===== src/sv/mprs_pkg.sv =====
// Shared types and constants for the Merkle path root block.
package mprs_pkg;

   typedef enum logic [2:0] {
      ST_IDLE,
      ST_LOAD1,
      ST_RUN1,
      ST_LOAD2,
      ST_RUN2,
      ST_DONE
   } state_type;

   // Controller to datapath commands.
   typedef struct packed {
      logic subject;     // latch a subject transaction
      logic layer;       // latch a layer transaction
      logic load_blk1;   // set up first compression block
      logic load_blk2;   // set up padding block
      logic round;       // run one round
      logic finish_blk;  // add working vars into chaining state
      logic commit;      // write new cursor
      logic [5:0] rnd;   // round number
   } cmd_type;

   // Datapath to controller status.
   typedef struct packed {
      logic path_open;   // layers_done < layers_total
      logic last_layer;  // layers_done == layers_total after commit
   } sts_type;

   localparam logic [31:0] HINIT [8] = '{
      32'h6a09e667, 32'hbb67ae85, 32'h3c6ef372, 32'ha54ff53a,
      32'h510e527f, 32'h9b05688c, 32'h1f83d9ab, 32'h5be0cd19
   };

   localparam logic [31:0] KROUND [64] = '{
      32'h428a2f98, 32'h71374491, 32'hb5c0fbcf, 32'he9b5dba5, 32'h3956c25b,
      32'h59f111f1, 32'h923f82a4, 32'hab1c5ed5, 32'hd807aa98, 32'h12835b01,
      32'h243185be, 32'h550c7dc3, 32'h72be5d74, 32'h80deb1fe, 32'h9bdc06a7,
      32'hc19bf174, 32'he49b69c1, 32'hefbe4786, 32'h0fc19dc6, 32'h240ca1cc,
      32'h2de92c6f, 32'h4a7484aa, 32'h5cb0a9dc, 32'h76f988da, 32'h983e5152,
      32'ha831c66d, 32'hb00327c8, 32'hbf597fc7, 32'hc6e00bf3, 32'hd5a79147,
      32'h06ca6351, 32'h14292967, 32'h27b70a85, 32'h2e1b2138, 32'h4d2c6dfc,
      32'h53380d13, 32'h650a7354, 32'h766a0abb, 32'h81c2c92e, 32'h92722c85,
      32'ha2bfe8a1, 32'ha81a664b, 32'hc24b8b70, 32'hc76c51a3, 32'hd192e819,
      32'hd6990624, 32'hf40e3585, 32'h106aa070, 32'h19a4c116, 32'h1e376c08,
      32'h2748774c, 32'h34b0bcb5, 32'h391c0cb3, 32'h4ed8aa4a, 32'h5b9cca4f,
      32'h682e6ff3, 32'h748f82ee, 32'h78a5636f, 32'h84c87814, 32'h8cc70208,
      32'h90befffa, 32'ha4506ceb, 32'hbef9a3f7, 32'hc67178f2
   };

   localparam logic [5:0] LAST_ROUND = 6'd63;

endpackage


===== src/sv/mprs_if.sv =====
// Valid/ready channel interfaces for request and response transactions.
interface mprs_req_if;
   logic        valid;
   logic        ready;
   logic        is_subject;
   logic [5:0]  layer_count;
   logic [30:0] leaf_index;
   logic [30:0] tree_index;
   logic [63:0] hash_w0;
   logic [63:0] hash_w1;
   logic [63:0] hash_w2;
   logic [63:0] hash_w3;
   modport source (output valid, is_subject, layer_count, leaf_index, tree_index,
                   hash_w0, hash_w1, hash_w2, hash_w3, input ready);
   modport sink (input valid, is_subject, layer_count, leaf_index, tree_index,
                 hash_w0, hash_w1, hash_w2, hash_w3, output ready);
endinterface

interface mprs_rsp_if;
   logic        valid;
   logic        ready;
   logic [63:0] root_hi;
   logic [63:0] root_lo;
   logic [5:0]  equal_layer;
   modport source (output valid, root_hi, root_lo, equal_layer, input ready);
   modport sink (input valid, root_hi, root_lo, equal_layer, output ready);
endinterface


===== src/sv/mprs_ctrl.sv =====
// Sequencer: steps one layer through two 64-round compressions.
module mprs_ctrl
   import mprs_pkg::*;
(
   input  logic    clock,
   input  logic    reset,
   input  logic    req_fire,
   input  logic    req_subject,
   input  logic    zero_count,
   input  logic    rsp_taken,
   input  sts_type sts,
   output logic    busy,
   output logic    rsp_valid,
   output cmd_type cmd
);

   state_type state_ff, state_in;
   logic [5:0] rnd_ff, rnd_in;

   always_ff @(posedge clock) begin
      if (reset) begin
         state_ff <= ST_IDLE;
         rnd_ff   <= '0;
      end else begin
         state_ff <= state_in;
         rnd_ff   <= rnd_in;
      end
   end

   always_comb begin
      state_in = state_ff;
      rnd_in   = rnd_ff;
      cmd      = '0;
      cmd.rnd  = rnd_ff;
      busy     = (state_ff != ST_IDLE);
      rsp_valid = (state_ff == ST_DONE);
      case (state_ff)
         ST_IDLE: begin
            if (req_fire) begin
               if (req_subject) begin
                  cmd.subject = 1'b1;
                  if (zero_count) state_in = ST_DONE;
               end else if (sts.path_open) begin
                  cmd.layer = 1'b1;
                  state_in  = ST_LOAD1;
               end
            end
         end
         ST_LOAD1: begin
            cmd.load_blk1 = 1'b1;
            rnd_in   = '0;
            state_in = ST_RUN1;
         end
         ST_RUN1: begin
            cmd.round = 1'b1;
            rnd_in    = rnd_ff + 6'd1;
            if (rnd_ff == LAST_ROUND) begin
               cmd.finish_blk = 1'b1;
               state_in = ST_LOAD2;
            end
         end
         ST_LOAD2: begin
            cmd.load_blk2 = 1'b1;
            rnd_in   = '0;
            state_in = ST_RUN2;
         end
         ST_RUN2: begin
            cmd.round = 1'b1;
            rnd_in    = rnd_ff + 6'd1;
            if (rnd_ff == LAST_ROUND) begin
               cmd.finish_blk = 1'b1;
               cmd.commit     = 1'b1;
               state_in = sts.last_layer ? ST_DONE : ST_IDLE;
            end
         end
         ST_DONE: begin
            if (rsp_taken) state_in = ST_IDLE;
         end
         default: state_in = ST_IDLE;
      endcase
   end

endmodule


===== src/sv/mprs_dp.sv =====
// Datapath: path state, message schedule, SHA-256 round logic.
module mprs_dp
   import mprs_pkg::*;
#(
   parameter int MAX_LAYERS = 40
) (
   input  logic        clock,
   input  logic        reset,
   input  cmd_type     cmd,
   input  logic [5:0]  layer_count,
   input  logic [30:0] leaf_index,
   input  logic        tree_bit,
   input  logic [255:0] hash_in,
   output sts_type     sts,
   output logic [63:0] root_hi,
   output logic [63:0] root_lo,
   output logic [5:0]  equal_layer
);

   logic [255:0] cursor_ff, cursor_in;
   logic [255:0] sib_ff;
   logic [31:0]  side_ff, side_in;
   logic         tbit_ff, tbit_in;
   logic [5:0]   total_ff, total_in;
   logic [5:0]   done_ff, done_in;
   logic         eqs_ff, eqs_in;
   logic [5:0]   eqp_ff, eqp_in;
   logic         bit_ff;
   logic [31:0]  w_ff [16];
   logic [31:0]  h_ff [8];
   logic [31:0]  v_ff [8];

   logic [5:0]   cnt_sat;
   logic [5:0]   next_done;
   logic         side_bit;
   logic [511:0] blk1;
   logic [31:0]  s0, s1, wnew, t1, t2;

   always_comb begin
      cnt_sat = (layer_count > 6'(MAX_LAYERS)) ? 6'(MAX_LAYERS) : layer_count;
      next_done = done_ff + 6'd1;
      if (next_done == total_ff)                side_bit = 1'b1;
      else if (done_ff + 6'd2 == total_ff)      side_bit = tbit_ff;
      else                                      side_bit = side_ff[0];
      blk1 = bit_ff ? {sib_ff, cursor_ff} : {cursor_ff, sib_ff};
      s0 = {w_ff[1][6:0], w_ff[1][31:7]} ^ {w_ff[1][17:0], w_ff[1][31:18]}
           ^ (w_ff[1] >> 3);
      s1 = {w_ff[14][16:0], w_ff[14][31:17]} ^ {w_ff[14][18:0], w_ff[14][31:19]}
           ^ (w_ff[14] >> 10);
      wnew = w_ff[0] + s0 + w_ff[9] + s1;
      t1 = v_ff[7] + ({v_ff[4][5:0], v_ff[4][31:6]} ^ {v_ff[4][10:0], v_ff[4][31:11]}
           ^ {v_ff[4][24:0], v_ff[4][31:25]}) + ((v_ff[4] & v_ff[5]) ^ (~v_ff[4] & v_ff[6]))
           + KROUND[cmd.rnd] + w_ff[0];
      t2 = ({v_ff[0][1:0], v_ff[0][31:2]} ^ {v_ff[0][12:0], v_ff[0][31:13]}
           ^ {v_ff[0][21:0], v_ff[0][31:22]})
           + ((v_ff[0] & v_ff[1]) ^ (v_ff[0] & v_ff[2]) ^ (v_ff[1] & v_ff[2]));
   end

   always_comb begin
      cursor_in = cursor_ff;
      side_in = side_ff;
      tbit_in = tbit_ff;
      total_in = total_ff;
      done_in = done_ff;
      eqs_in = eqs_ff;
      eqp_in = eqp_ff;
      if (cmd.subject) begin
         cursor_in = hash_in;
         side_in   = {1'b0, leaf_index};
         tbit_in   = tree_bit;
         total_in  = cnt_sat;
         done_in   = '0;
         eqs_in    = 1'b0;
         eqp_in    = '0;
      end else if (cmd.layer) begin
         if (!eqs_ff && cursor_ff == hash_in) begin
            eqs_in = 1'b1;
            eqp_in = done_ff;
         end
      end else if (cmd.commit) begin
         for (int i = 0; i < 8; i++)
            cursor_in[255-32*i -: 32] = h_ff[i] + ((i == 0) ? t1 + t2 :
                                         (i == 4) ? v_ff[3] + t1 : v_ff[3'(i - 1)]);
         side_in = side_ff >> 1;
         done_in = next_done;
      end
   end

   always_ff @(posedge clock) begin
      if (reset) begin
         cursor_ff <= '0;
         side_ff   <= '0;
         tbit_ff   <= 1'b0;
         total_ff  <= '0;
         done_ff   <= '0;
         eqs_ff    <= 1'b0;
         eqp_ff    <= '0;
      end else begin
         cursor_ff <= cursor_in;
         side_ff   <= side_in;
         tbit_ff   <= tbit_in;
         total_ff  <= total_in;
         done_ff   <= done_in;
         eqs_ff    <= eqs_in;
         eqp_ff    <= eqp_in;
      end
   end

   always_ff @(posedge clock) begin
      if (cmd.layer) begin
         sib_ff <= hash_in;
         bit_ff <= side_bit;
      end
      if (cmd.load_blk1) begin
         for (int i = 0; i < 16; i++) w_ff[i] <= blk1[511-32*i -: 32];
         for (int i = 0; i < 8; i++) begin
            h_ff[i] <= HINIT[i];
            v_ff[i] <= HINIT[i];
         end
      end else if (cmd.load_blk2) begin
         for (int i = 0; i < 16; i++)
            w_ff[i] <= (i == 0) ? 32'h80000000 : (i == 15) ? 32'd512 : 32'd0;
         for (int i = 0; i < 8; i++) v_ff[i] <= h_ff[i];
      end else if (cmd.round) begin
         for (int i = 0; i < 15; i++) w_ff[i] <= w_ff[i+1];
         w_ff[15] <= wnew;
         v_ff[0] <= t1 + t2;
         v_ff[1] <= v_ff[0];
         v_ff[2] <= v_ff[1];
         v_ff[3] <= v_ff[2];
         v_ff[4] <= v_ff[3] + t1;
         v_ff[5] <= v_ff[4];
         v_ff[6] <= v_ff[5];
         v_ff[7] <= v_ff[6];
         if (cmd.finish_blk) begin
            h_ff[0] <= h_ff[0] + t1 + t2;
            h_ff[1] <= h_ff[1] + v_ff[0];
            h_ff[2] <= h_ff[2] + v_ff[1];
            h_ff[3] <= h_ff[3] + v_ff[2];
            h_ff[4] <= h_ff[4] + v_ff[3] + t1;
            h_ff[5] <= h_ff[5] + v_ff[4];
            h_ff[6] <= h_ff[6] + v_ff[5];
            h_ff[7] <= h_ff[7] + v_ff[6];
         end
      end
   end

   assign sts.path_open  = (done_ff < total_ff);
   assign sts.last_layer = (next_done == total_ff);
   assign root_hi     = cursor_ff[255:192];
   assign root_lo     = cursor_ff[191:128];
   assign equal_layer = eqs_ff ? eqp_ff : total_ff;

endmodule


===== src/sv/merkle_path_root_sha256_top.sv =====
// Top level of the Merkle path root folder.
// A subject transaction opens a path (layer count saturates at MAX_LAYERS); each
// layer transaction hashes the cursor with one sibling via two SHA-256
// compressions on one shared round unit, one round per cycle. After a layer is
// accepted, the block loads the first block, runs 64 rounds, loads the padding
// block and runs 64 rounds before it is ready again. The block handles one
// transaction at a time; after the final layer, or a subject with zero layers,
// the result is held on rsp until taken, and req is not ready meanwhile.
// Stray layers with no open path are accepted and dropped.
module merkle_path_root_sha256_top
   import mprs_pkg::*;
#(
   parameter int MAX_LAYERS = 40
) (
   input  logic      clock,
   input  logic      reset,
   mprs_req_if.sink   req,
   mprs_rsp_if.source rsp
);

   cmd_type cmd;
   sts_type sts;
   logic    busy;
   logic    req_fire;

   assign req.ready = !busy;
   assign req_fire  = req.valid && req.ready;

   mprs_ctrl u_ctrl (
      .clock       (clock),
      .reset       (reset),
      .req_fire    (req_fire),
      .req_subject (req.is_subject),
      .zero_count  (req.layer_count == 6'd0),
      .rsp_taken   (rsp.ready),
      .sts         (sts),
      .busy        (busy),
      .rsp_valid   (rsp.valid),
      .cmd         (cmd)
   );

   mprs_dp #(.MAX_LAYERS(MAX_LAYERS)) u_dp (
      .clock       (clock),
      .reset       (reset),
      .cmd         (cmd),
      .layer_count (req.layer_count),
      .leaf_index  (req.leaf_index),
      .tree_bit    (req.tree_index[0]),
      .hash_in     ({req.hash_w0, req.hash_w1, req.hash_w2, req.hash_w3}),
      .sts         (sts),
      .root_hi     (rsp.root_hi),
      .root_lo     (rsp.root_lo),
      .equal_layer (rsp.equal_layer)
   );

   // No new transaction while a result waits.
   a_no_accept_when_rsp: assert property (@(posedge clock) disable iff (reset)
      rsp.valid |-> !req.ready) else $error("req ready while rsp pending");

   // A response is never issued mid-compression.
   a_rsp_after_idle: assert property (@(posedge clock) disable iff (reset)
      $rose(rsp.valid) |-> $past(cmd.commit) || $past(cmd.subject))
      else $error("response without commit or subject");

   // Equal layer never exceeds configured maximum.
   a_eq_range: assert property (@(posedge clock) disable iff (reset)
      rsp.valid |-> rsp.equal_layer <= 6'(MAX_LAYERS))
      else $error("equal_layer out of range");

endmodule


===== src/flat_wrapper.sv =====
// flat-port wrapper written by rule: the top's interface ports become plain ports
module merkle_path_root_sha256_top_flat import mprs_pkg::*;
#(
   parameter int MAX_LAYERS = 40
)
  (clock, reset, req_valid, req_is_subject, req_layer_count, req_leaf_index, req_tree_index, req_hash_w0, req_hash_w1, req_hash_w2, req_hash_w3, req_ready, rsp_valid, rsp_root_hi, rsp_root_lo, rsp_equal_layer, rsp_ready);
  mprs_req_if req_i ();
  mprs_rsp_if rsp_i ();
  input  logic clock;
  input  logic reset;
  input wire logic [$bits(req_i.valid)-1:0] req_valid;
  input wire logic [$bits(req_i.is_subject)-1:0] req_is_subject;
  input wire logic [$bits(req_i.layer_count)-1:0] req_layer_count;
  input wire logic [$bits(req_i.leaf_index)-1:0] req_leaf_index;
  input wire logic [$bits(req_i.tree_index)-1:0] req_tree_index;
  input wire logic [$bits(req_i.hash_w0)-1:0] req_hash_w0;
  input wire logic [$bits(req_i.hash_w1)-1:0] req_hash_w1;
  input wire logic [$bits(req_i.hash_w2)-1:0] req_hash_w2;
  input wire logic [$bits(req_i.hash_w3)-1:0] req_hash_w3;
  output wire logic [$bits(req_i.ready)-1:0] req_ready;
  output wire logic [$bits(rsp_i.valid)-1:0] rsp_valid;
  output wire logic [$bits(rsp_i.root_hi)-1:0] rsp_root_hi;
  output wire logic [$bits(rsp_i.root_lo)-1:0] rsp_root_lo;
  output wire logic [$bits(rsp_i.equal_layer)-1:0] rsp_equal_layer;
  input wire logic [$bits(rsp_i.ready)-1:0] rsp_ready;
  assign req_i.valid = req_valid;
  assign req_i.is_subject = req_is_subject;
  assign req_i.layer_count = req_layer_count;
  assign req_i.leaf_index = req_leaf_index;
  assign req_i.tree_index = req_tree_index;
  assign req_i.hash_w0 = req_hash_w0;
  assign req_i.hash_w1 = req_hash_w1;
  assign req_i.hash_w2 = req_hash_w2;
  assign req_i.hash_w3 = req_hash_w3;
  assign req_ready = req_i.ready;
  assign rsp_valid = rsp_i.valid;
  assign rsp_root_hi = rsp_i.root_hi;
  assign rsp_root_lo = rsp_i.root_lo;
  assign rsp_equal_layer = rsp_i.equal_layer;
  assign rsp_i.ready = rsp_ready;
  merkle_path_root_sha256_top #(.MAX_LAYERS(MAX_LAYERS)) u_core (.clock(clock), .reset(reset), .req(req_i), .rsp(rsp_i));
endmodule

===== config.mk =====
export PLATFORM = sky130hd
export DESIGN_NAME = merkle_path_root_sha256_top_flat
export DESIGN_NICKNAME = d
export VERILOG_FILES = /design/src/sv/mprs_pkg.sv /design/src/sv/mprs_if.sv /design/src/sv/mprs_ctrl.sv /design/src/sv/mprs_dp.sv /design/src/sv/merkle_path_root_sha256_top.sv /design/src/flat_wrapper.sv
export SDC_FILE = /design/constraint.sdc
export NUM_CORES = 2
export LEC_CHECK = 0
export BUFFER_PORTS_ARGS = -buffer_cell sky130_fd_sc_hd__buf_4
export CAP_MARGIN = 30
export CORE_ASPECT_RATIO = 2
export CORE_MARGIN = 2
export CORE_UTILIZATION = 45
export DETAILED_ROUTE_END_ITERATION = 12
export GPL_TIMING_DRIVEN = 0
export HOLD_SLACK_MARGIN = 0.1
export MAX_ROUTING_LAYER = met4
export RECOVER_POWER = 25
export SYNTH_ARGS = -nofsm -noshare
export SYNTH_HDL_FRONTEND = slang
export SYNTH_SLANG_ARGS = --single-unit

===== constraint.sdc =====
create_clock -name clock -period 13.1 [get_ports clock]
set_clock_uncertainty 0.15 [all_clocks]
set_input_delay 1.31 -clock clock [delete_from_list [all_inputs] [get_ports clock]]
set_output_delay 1.31 -clock clock [all_outputs]
set_load 0.05 [all_outputs]

==> results_dict.tcl, run 1 <==
set metrics [dict create \
    die_height_um 680 \
    ys_types 99 \
    start_util 0.452 \
    synth_top_area_frac 0.364 \
    synth_fp_nets 11200 \
    place_congestion 1.27 \
    status "stopped before the end" \
    cts_made_buffers 163 \
    synth.most_common_cell "edfxtp_1" \
    synth_edf_count 1249 \
    grt_remaining_overflow 2026 \
    syn_area_per_cell_um2 10.2 \
    grt_usage 0.728 \
    synthFlopType "edfxtp_1" \
    numPortBuffers 433 \
    async_flop_share 0 \
    synth_common_cells "edfxtp_1 (1249), nand2_1 (967), o21ai_0 (750)" \
    clockBufferDepth 4 \
    haltStage "5_1_grt" \
    netlist_area_um2 103000 \
    grt_pass1_vias 114000 \
    die_w_um 342 \
    fp-row-count 248 \
    dp_hpwl_mm 577 \
    synthCells 10100 \
    synth_seq_cells 1597 \
    ys_seq_area_frac 0.432 \
    cts_num_sinks 1597 \
    htreeDepth 4 \
    hold_buffers 0 \
    grt_max_degree 123 \
    yosys_warnings 0 \
    error_line "[ERROR GRT-0116] Global routing finished with congestion. Check the congestion regions in the DRC Viewer." \
    synth_area_leaders "edfxtp_1 (36%), dfxtp_1 (6.8%), ha_1 (6.1%)" \
    yosysTopAreaCell "edfxtp_1" \
    root_buffer "clkbuf_16" \
    io_pins 465 \
    grt_pass1_wl_mm 1160 \
]
==> through the flow <==
step,std cells,setup slack (ps),cell area (um^2),TNS (ps)
2_1_floorplan,10100,2510,103000,0
3_3_place_gp,13500,-3950,110000,-2179160
3_5_place_dp,13800,-1070,113000,-6760
4_1_cts,14000,1.96,119000,0
==> cells by family after synthesis <==
logic type	Yosys count	synth area share
muxes	597	0.0593
AOI/OAI and AO/OA	2750	0.177
adders and majority gates	764	0.109
xor gates and xnor gates	837	0.0717
DFF	1597	0.432
and+or+nand+nor	2304	0.100
buffers and inverters	1258	0.0506
==> routing by layer <==
metal	global-route usage	overflow
met5	-	-
met4	0.762	667
met3	0.476	2
met2	0.930	1353
met1	0.703	4
==> what timing repair did <==
action | CTS
setup endpoints to repair | 15
gates resized for setup | 7
hold endpoints to repair | 0
setup buffers | 2
pin swaps | 1
==> run 2, diff against run 1 <==
--- a/config.mk
+++ b/config.mk
@@ -7,13 +7,11 @@
 export LEC_CHECK = 0
 export BUFFER_PORTS_ARGS = -buffer_cell sky130_fd_sc_hd__buf_4
 export CAP_MARGIN = 30
-export CORE_ASPECT_RATIO = 2
 export CORE_MARGIN = 2
-export CORE_UTILIZATION = 45
+export CORE_UTILIZATION = 30
 export DETAILED_ROUTE_END_ITERATION = 12
 export GPL_TIMING_DRIVEN = 0
-export HOLD_SLACK_MARGIN = 0.1
-export MAX_ROUTING_LAYER = met4
+export PLACE_DENSITY_LB_ADDON = 0.15
 export RECOVER_POWER = 25
 export SYNTH_ARGS = -nofsm -noshare
 export SYNTH_HDL_FRONTEND = slang
==> run 2 against run 1 <==
Net effect:
- the flow now finishes, with violations (max-capacitance violations, max-slew violations)
- area after synthesis did not move
- synthesized cell count stayed put
==> results_dict.tcl, run 2 <==
set metrics [dict create \
    reg2reg_from "u_core.u_ctrl.rnd_ff[2]$_SDFFE_PP0P_" \
    ys_types 99 \
    grt_usage 0.391 \
    tns_ps 0 \
    grt_pass1_wl_mm 891 \
    clockBufferDepth 4 \
    clock_latency_ps 990 \
    reg2reg_to "u_core.u_dp.cursor_ff[127]$_SDFFE_PP0P_" \
    drv_cap 7 \
    path_buf_inv 6 \
    tritoncts "done" \
    cts_num_sinks 1597 \
    top_register "u_core.u_dp.w_ff" \
    cp_common_cell "a21oi_1" \
    hp-start "u_core.u_dp.side_ff[9]$_SDFFE_PP0P_" \
    endpoint_kind "flop" \
    min_period_ps 12680 \
    layout-drive-gt1-share 0.0906 \
    status "complete, but fails checks" \
    htreeDepth 4 \
    synth_top_area_frac 0.364 \
    final_cell_mix "edfxtp_1 (1249), nand2_1 (966), clkbuf_1 (887), o21ai_0 (742), a21oi_1 (609)" \
    ff2ff_path_depth 43 \
    yosys_warnings 0 \
    antenna_found_initial 133 \
    hold_viol 0 \
    syn_area_per_cell_um2 10.2 \
    synth.most_common_cell "edfxtp_1" \
    vias 94700 \
    arrival_ps 13390 \
    hold_path.class "reg -> reg" \
    use_met3 0.0940 \
    grt-busiest-layer "met2" \
    design.core.area_um2 342000 \
    violations "max-capacitance violations, max-slew violations" \
    tightest_slew_ps 4510 \
    fin_util 0.354 \
    min_path_cells 2 \
    die_height_um 590 \
    synthFlopType "edfxtp_1" \
    synth_area_leaders "edfxtp_1 (36%), dfxtp_1 (6.8%), ha_1 (6.1%)" \
    first_iter_violations 15400 \
    dp_hpwl_mm 582 \
    final_antenna_net_count 0 \
    hold_end "u_core.u_dp.side_ff[9]$_SDFFE_PP0P_" \
    place_congestion 1.04 \
    hold_buffers 0 \
    cp_max_fo 10 \
    cts_made_buffers 207 \
    wl_mm 702 \
    max_freq_mhz 78.8 \
    start_util 0.301 \
    min_period_over_period 0.968 \
    crit_family "compound AO/OA/AOI/OAI gates" \
    relSlewSlack -2.03 \
    finalNetCount 12000 \
    routedWlPerCell_um 44.6 \
    die_w_um 590 \
    synth_fp_nets 11200 \
    post_cts_buffers 0 \
    fp-row-count 215 \
    worstPathRequired_ps 13810 \
    slowest_delay_ps 750 \
    clk_pin_slew_ps 70 \
    synth_seq_cells 1597 \
    dr.pass1.iters 10 \
    viasPerCell 6.01 \
    rsz0062_at_grt "false" \
    numPortBuffers 433 \
    yosysTopAreaCell "edfxtp_1" \
    ys_seq_area_frac 0.432 \
    synth_common_cells "edfxtp_1 (1249), nand2_1 (967), o21ai_0 (750)" \
    slew_viol_final 202 \
    io_pins 465 \
    root_buffer "clkbuf_16" \
    area_growth_pct 17.6 \
    synth_edf_count 1249 \
    remaining_drc_errors 0 \
    hold_ws_ps 307 \
    grtUsageMet2 0.552 \
    largest_reg_flops 512 \
    netlist_area_um2 103000 \
    cp_slowest_cell "clkbuf_1" \
    synthCells 10100 \
    layout_commonest_cell "edfxtp_1" \
    startpoint_type "flop" \
    grt_pass1_vias 87700 \
    grt_max_degree 107 \
    grt_remaining_overflow 0 \
    critPathKind "reg -> reg" \
    dieArea_um2 348000 \
    setup_viol_count_final 0 \
    r2r_slack_ps 420 \
    use_met1 0.537 \
    async_flop_share 0 \
]
==> run 2: area by class of cell <==
type,instances,area (um^2)
Fill cell,35200,221000
Multi-Input combinational cell,7252,53700
Sequential cell,1597,44500
Tap cell,4557,5700
Clock buffer,271,5630
Timing Repair Buffer,655,4970
Buffer,721,3250
Inverter,533,2020
Clock inverter,114,1120
Antenna cell,50,125
==> run 2: routing by layer <==
metal  up-vias  share of wire  wire length [um]
met2      5984           0.41            285000
met5         -        0.00012                87
met1     49200           0.42            296000
met3       950           0.10             71900
li1      38600              -                 -
met4        12          0.071             49500
==> run 2: through the flow <==
| step | setup WS [ps] | instance area [um^2] | std cells |
|---|---|---|---|
| final | 416 | 121000 | 15800 |
| after floorplan | 2510 | 103000 | 10100 |
| after global routing | 56.7 | 121000 | 15700 |
| after global placement | -5180 | 112000 | 15100 |
| after detailed placement | -1450 | 115000 | 15300 |
| after CTS | 4.44 | 122000 | 15700 |
==> run 2: kinds of logic after synthesis <==
logic type,Yosys count,synth area share
AOI/OAI and AO/OA,2750,0.177
and+or+nand+nor,2304,0.100
DFF,1597,0.432
buffers and inverters,1258,0.0506
xor gates and xnor gates,837,0.0717
adders and majority gates,764,0.109
muxes,597,0.0593
==> run 2: how the worst max path moves through the flow <==
stage                                            from  depth (start not counted)                                      end
3_5_place_dp     u_core.u_ctrl.rnd_ff[0]$_SDFFE_PP0P_                         45  u_core.u_dp.cursor_ff[255]$_SDFFE_PP0P_
3_3_place_gp   u_core.u_ctrl.state_ff[2]$_SDFFE_PP0P_                          7     u_core.u_ctrl.rnd_ff[4]$_SDFFE_PP0P_
4_1_cts          u_core.u_ctrl.rnd_ff[2]$_SDFFE_PP0P_                         47  u_core.u_dp.cursor_ff[127]$_SDFFE_PP0P_
6_report         u_core.u_ctrl.rnd_ff[2]$_SDFFE_PP0P_                         43  u_core.u_dp.cursor_ff[127]$_SDFFE_PP0P_
5_1_grt          u_core.u_ctrl.rnd_ff[1]$_SDFFE_PP0P_                         46  u_core.u_dp.cursor_ff[255]$_SDFFE_PP0P_
2_1_floorplan  u_core.u_ctrl.state_ff[1]$_SDFFE_PP0P_                          8     u_core.u_ctrl.rnd_ff[4]$_SDFFE_PP0P_
==> run 2: worst min-delay path, cell delays in order, from the launching register on <==
cell	delay (ps)
dfxtp_1	310
nand2_1	50
a21oi_1	50
==> run 2: timing repair <==
action / 4_1_cts / 5_1_grt
resized for setup: 22 / 36
pin swaps: 0 / 2
endpoints found under the setup margin: 19 / 8
Power of run 2 is left out: the tool's default activity adds up to more than one toggle a clock period on the data nets, which glitch-free logic cannot reach.
